==> src/hdl/assert_macros.svh <==
// Assertion helpers shared by the RTL files.
`ifndef ASSERT_MACROS_SVH
`define ASSERT_MACROS_SVH

// Same-cycle implication, checked out of reset.
`define ASSERT_IMP(label, clk, rst_n, ante, cons, msg) \
    label: assert property (@(posedge clk) disable iff (!rst_n) (ante) |-> (cons)) \
        else $error(msg);

// Next-cycle implication, checked out of reset.
`define ASSERT_NXT(label, clk, rst_n, ante, cons, msg) \
    label: assert property (@(posedge clk) disable iff (!rst_n) (ante) |=> (cons)) \
        else $error(msg);

`endif

==> src/hdl/bee_pkg.sv <==
`timescale 1ns / 1ps

package bee_pkg;

    // Histogram geometry.
    localparam int NUM_BINS   = 256;
    localparam int BIN_AW     = 8;

    // Extra fractional bits carried through the log and sum.
    localparam int GUARD_BITS = 8;

    // Mantissa width of the log2 squaring unit.
    localparam int MANT_W     = 32;

    // floor(ln2 * 2^32).
    localparam logic [MANT_W-1:0] LN2_Q32 = 32'hB17217F7;

    // Main sequencer states.
    typedef enum logic [3:0] {
        ST_IDLE,
        ST_UPD,
        ST_LOGN,
        ST_LOGN_W,
        ST_RD,
        ST_CHK,
        ST_LOGF_W,
        ST_DIFF,
        ST_MUL,
        ST_DIVS,
        ST_DIV,
        ST_LN2,
        ST_ROUND,
        ST_EMIT
    } st_t;

    // Log2 unit states.
    typedef enum logic [1:0] {
        L_IDLE,
        L_NORM,
        L_SQ
    } log_st_t;

    // Status of the log2 unit seen by the sequencer.
    typedef struct packed {
        logic busy;
        logic done;
    } log_stat_t;

endpackage

==> src/hdl/bee_log2.sv <==
`timescale 1ns / 1ps
`include "assert_macros.svh"

module bee_log2 #(
    parameter int CW = 32,
    parameter int WF = 28
) (
    input  logic                          clk,
    input  logic                          rst_n,
    input  logic                          start,
    input  logic [CW-1:0]                 x,
    output bee_pkg::log_stat_t            stat,
    output logic [$clog2(CW)+WF-1:0]      result
);

    localparam int KW   = $clog2(CW);
    localparam int MW   = bee_pkg::MANT_W;
    localparam int CNTW = $clog2(WF);

    bee_pkg::log_st_t lst_reg, lst_next;
    logic             done_reg, done_next;
    logic [CW-1:0]    xs_reg, xs_next;
    logic [KW-1:0]    k_reg, k_next;
    logic [MW-1:0]    m_reg, m_next;
    logic [WF-1:0]    frac_reg, frac_next;
    logic [CNTW-1:0]  cnt_reg, cnt_next;

    logic [CW+MW-1:0] ext;
    logic [2*MW-1:0]  prod;
    logic [MW:0]      sq;
    logic             last_sq;

    // The normalized word, padded so its top bits form the mantissa.
    assign ext     = {xs_reg, {MW{1'b0}}};
    assign prod    = m_reg * m_reg;
    assign sq      = prod[2*MW-1:MW-1];
    assign last_sq = (cnt_reg == CNTW'(WF - 1));

    // Next state.
    always_comb
    begin
        lst_next = lst_reg;
        case (lst_reg)
            bee_pkg::L_IDLE:
            begin
                if (start)
                begin
                    lst_next = bee_pkg::L_NORM;
                end
            end
            bee_pkg::L_NORM:
            begin
                if (xs_reg[CW-1])
                begin
                    lst_next = bee_pkg::L_SQ;
                end
            end
            bee_pkg::L_SQ:
            begin
                if (last_sq)
                begin
                    lst_next = bee_pkg::L_IDLE;
                end
            end
            default:
            begin
                lst_next = bee_pkg::L_IDLE;
            end
        endcase
    end

    // Outputs.
    always_comb
    begin
        stat.busy = (lst_reg != bee_pkg::L_IDLE);
        stat.done = done_reg;
        result    = {k_reg, frac_reg};
    end

    // Datapath: normalize by bytes then bits, then square once per result bit.
    always_comb
    begin
        xs_next   = xs_reg;
        k_next    = k_reg;
        m_next    = m_reg;
        frac_next = frac_reg;
        cnt_next  = cnt_reg;
        done_next = 1'b0;
        case (lst_reg)
            bee_pkg::L_IDLE:
            begin
                if (start)
                begin
                    xs_next = x;
                    k_next  = KW'(CW - 1);
                end
            end
            bee_pkg::L_NORM:
            begin
                if (xs_reg[CW-1])
                begin
                    m_next   = ext[CW+MW-1 -: MW];
                    cnt_next = '0;
                end
                else if (xs_reg[CW-1 -: 8] == 8'd0)
                begin
                    xs_next = xs_reg << 8;
                    k_next  = k_reg - KW'(8);
                end
                else
                begin
                    xs_next = xs_reg << 1;
                    k_next  = k_reg - KW'(1);
                end
            end
            bee_pkg::L_SQ:
            begin
                if (sq[MW])
                begin
                    m_next    = sq[MW:1];
                    frac_next = {frac_reg[WF-2:0], 1'b1};
                end
                else
                begin
                    m_next    = sq[MW-1:0];
                    frac_next = {frac_reg[WF-2:0], 1'b0};
                end
                cnt_next  = cnt_reg + CNTW'(1);
                done_next = last_sq;
            end
            default:
            begin
                done_next = 1'b0;
            end
        endcase
    end

    // Control registers.
    always_ff @(posedge clk or negedge rst_n)
    begin
        if (!rst_n)
        begin
            lst_reg  <= bee_pkg::L_IDLE;
            done_reg <= 1'b0;
        end
        else
        begin
            lst_reg  <= lst_next;
            done_reg <= done_next;
        end
    end

    // Payload registers.
    always_ff @(posedge clk)
    begin
        xs_reg   <= xs_next;
        k_reg    <= k_next;
        m_reg    <= m_next;
        frac_reg <= frac_next;
        cnt_reg  <= cnt_next;
    end

    `ASSERT_IMP(a_start_idle, clk, rst_n, start, !stat.busy, "log2 started while busy")
    `ASSERT_IMP(a_mant_norm, clk, rst_n, lst_reg == bee_pkg::L_SQ, m_reg[MW-1], "mantissa not normalized")
    `ASSERT_NXT(a_done_pulse, clk, rst_n, stat.done, !stat.done, "log2 done held too long")

endmodule

==> config.mk <==
export PLATFORM = sky130hd
export DESIGN_NAME = bee_log2
export DESIGN_NICKNAME = d
export VERILOG_FILES = /design/src/hdl/bee_pkg.sv /design/src/hdl/bee_log2.sv
export VERILOG_INCLUDE_DIRS = /design/src /design/src/hdl
export SDC_FILE = /design/constraint.sdc
export NUM_CORES = 2
export LEC_CHECK = 0
export BUFFER_PORTS_ARGS = -buffer_cell sky130_fd_sc_hd__buf_2
export CORE_MARGIN = 4
export CORE_UTILIZATION = 25
export CTS_BUF_LIST = sky130_fd_sc_hd__clkbuf_4 sky130_fd_sc_hd__clkbuf_8
export DETAILED_ROUTE_END_ITERATION = 16
export GPL_ROUTABILITY_DRIVEN = 0
export GPL_TIMING_DRIVEN = 1
export PLACE_DENSITY = 0.46
export REMOVE_ABC_BUFFERS = 1
export SLEW_MARGIN = 20
export SYNTH_ARGS = -nofsm -noshare
export SYNTH_HDL_FRONTEND = slang
export SYNTH_SLANG_ARGS = --single-unit
==> constraint.sdc <==
create_clock -name clk -period 17.5 [get_ports clk]
set_clock_uncertainty 0.1 [all_clocks]
set_input_delay 0.875 -clock clk [delete_from_list [all_inputs] [get_ports clk]]
set_output_delay 0.875 -clock clk [all_outputs]
set_load 0.01 [all_outputs]
==> out/results.ini <==
[final_layout]
finalNetCount=4596
fillerInstances=14278
area_delta_synth_final_pct=7.568
multi_input_area_sq_um=26110
num_antenna_cells=0
register_area_sq_um=3138
drive_gt1_frac=0.04349

[clock_tree]
cts_buffers=9
ctsHoldBuffers=0
clock-root-buffer=clkbuf_8
clock-sinks=105
insertion_delay_ns=0.38
cts_resized=0
max-clock-path-buffers=2
cts_tree=built
cts_setup_buffers=0
htree_levels=3
clkSlewWorstSetupHoldPaths_ns=0.11

[timing]
post-route-period-util=0.5598
tightest_slew_ns=1.140
fmax_ghz=0.1021
slew_headroom=0.2403
fin_setup_tns_ns=0
slew_viol_final=0
rsz0062_at_grt=no
fin_crit_ns=9.797
finalHoldViolations=0
finalSetupViolations=0

[placed_design]
portBuffers=69
hpwl_mm=75.31

[critical_path]
cp.required_ns=17.54
cpPeakStageDelay_ns=0.80
crit_slowest_cell=edfxtp_1
r2r_setup_slack_ns=7.70
crit_arrival_ns=9.83
worstSetupStartpoint=m_reg[20]
crit_type=reg -> reg
crit_top_cell=fa_1
cp-end-kind=flop
r2r-start=m_reg[20]
cp-start-kind=flop
cp_max_fo=27

[logic_synthesis]
synthCells=3479
yosysMostFrequentCell=inv_1
synth_cell_types=61
synth.avg_cell_area_sq_um=9.613
synth_area_leaders=fa_1 47%, ha_1 11%, inv_1 11%
synth_top_area_share=0.4735
ys_seq_area_frac=0.09383
yosys_register_bits=105
synth_largest_area_cell=fa_1
synth_edf_count=102
synthArstFlopShare=0.02857
synthFlopType=edfxtp_1
ys_warn_count=0
synth_commonest_cells=983 x inv_1, 791 x fa_1, 358 x nand2_1
synth_area_sq_um=33440

[min_path]
hold_class=in -> async

[grt]
grt_overflow=0
grt_max_degree=55
grt_pass1_wl_mm=150.9
antenna_found_initial=6
grt_pass1_vias=25386
track_usage=0.1387

[die]
coreArea_sq_um=132100
die-height_microns=373.8
die_w_microns=373.8
ios=70
rows=133
start_util=0.2531
dieArea_sq_um=139700

[detailed_routing]
wirelength_mm=95.83
drt_pass1_iterations=5
wire_per_inst_microns=18.33
drt_iter0_drc=1352
vias_per_cell=4.320
antenna_left=0
drc=0
num_vias=22579

[run_status]
status=finished clean

[job]
maxCapViolCount=0

[worst max-delay path, delay by kind of cell (launching register included)]
family                     cells  cell delay (ns)
DFF                            1             0.80
and+or+nand+nor                4             0.86
xor gates and xnor gates       1             0.43
buffers and inverters          6             1.23
AOI/OAI and AO/OA              6             1.65
adders and majority gates      9             4.43
[routing by layer]
layer | up-vias | part of all wire | global-route usage
met5 | - | 0 | 0
met4 | 0 | 0.015 | 0.02009
met3 | 73 | 0.040 | 0.01076
met2 | 482 | 0.50 | 0.2428
met1 | 11740 | 0.45 | 0.1913
li1 | 10284 | - | -
[cells in the final DEF, fill, tap and decap left out, types with 9 or more instances in the layout]
cell        n
fa_1      791
a21o_1     24
xnor2_1    43
and2_1    238
buf_4      42
nor2b_1    10
o211ai_1   15
mux2i_1    23
inv_1     982
edfxtp_1  102
o21bai_1   14
and3_1     19
xor2_1     38
buf_2      69
a31o_2      9
nand3_1    38
nand2_1   358
nor2_1     74
a31oi_1    17
nand4_1     9
clkbuf_8    9
o21ai_0    73
a21oi_1    70
nor3_1     12
ha_1      302
[final timing paths]
path,endpoint,cells past startpoint
worst max-delay path,m_reg[2],26
worst min-delay path,done_reg,1
worst max register to register,m_reg[2],26
worst min register to register,frac_reg[16],0
max in group asynchronous,lst_reg[0],1
min in group clk,frac_reg[16],0
[cells by family after synthesis]
kind of cell / count (synthesis) / share of synthesized area
flops: 105 / 0.09383
compound gates: 275 / 0.05223
buf+inv: 1117 / 0.1261
fa+ha+maj: 1093 / 0.5865
mux: 24 / 0.007220
xor+xnor: 82 / 0.02147
simple gates: 783 / 0.1126
[stage by stage]
step / instance area [sq um] / setup slack (ns) / hold WS [ns] / std cells / utilization
after floorplan: 32920 / 8.507 / 0.3930 / 3346 / -
after global placement: 35800 / 7.753 / 0.3260 / 5212 / 0.2709
after detailed placement: 35800 / 7.721 / 0.3281 / 5212 / 0.2709
after CTS: 35980 / 7.693 / 0.1528 / 5227 / 0.2723
after global routing: 35980 / 7.280 / 0.1448 / 5227 / 0.2723
final: 35980 / 7.703 / 0.1721 / 5227 / 0.2723
[cell type report]
cell class	count	share of cell area
Clock buffer	9	0.003443
Clock inverter	6	0.001495
Inverter	984	0.1027
Multi-Input combinational cell	2257	0.7258
Sequential cell	105	0.08723
Tap cell	1755	0.06104
Timing Repair Buffer	111	0.01836
Power is not shown: default switching activity piles up to over one toggle a cycle in this logic, so the estimate is an artifact.
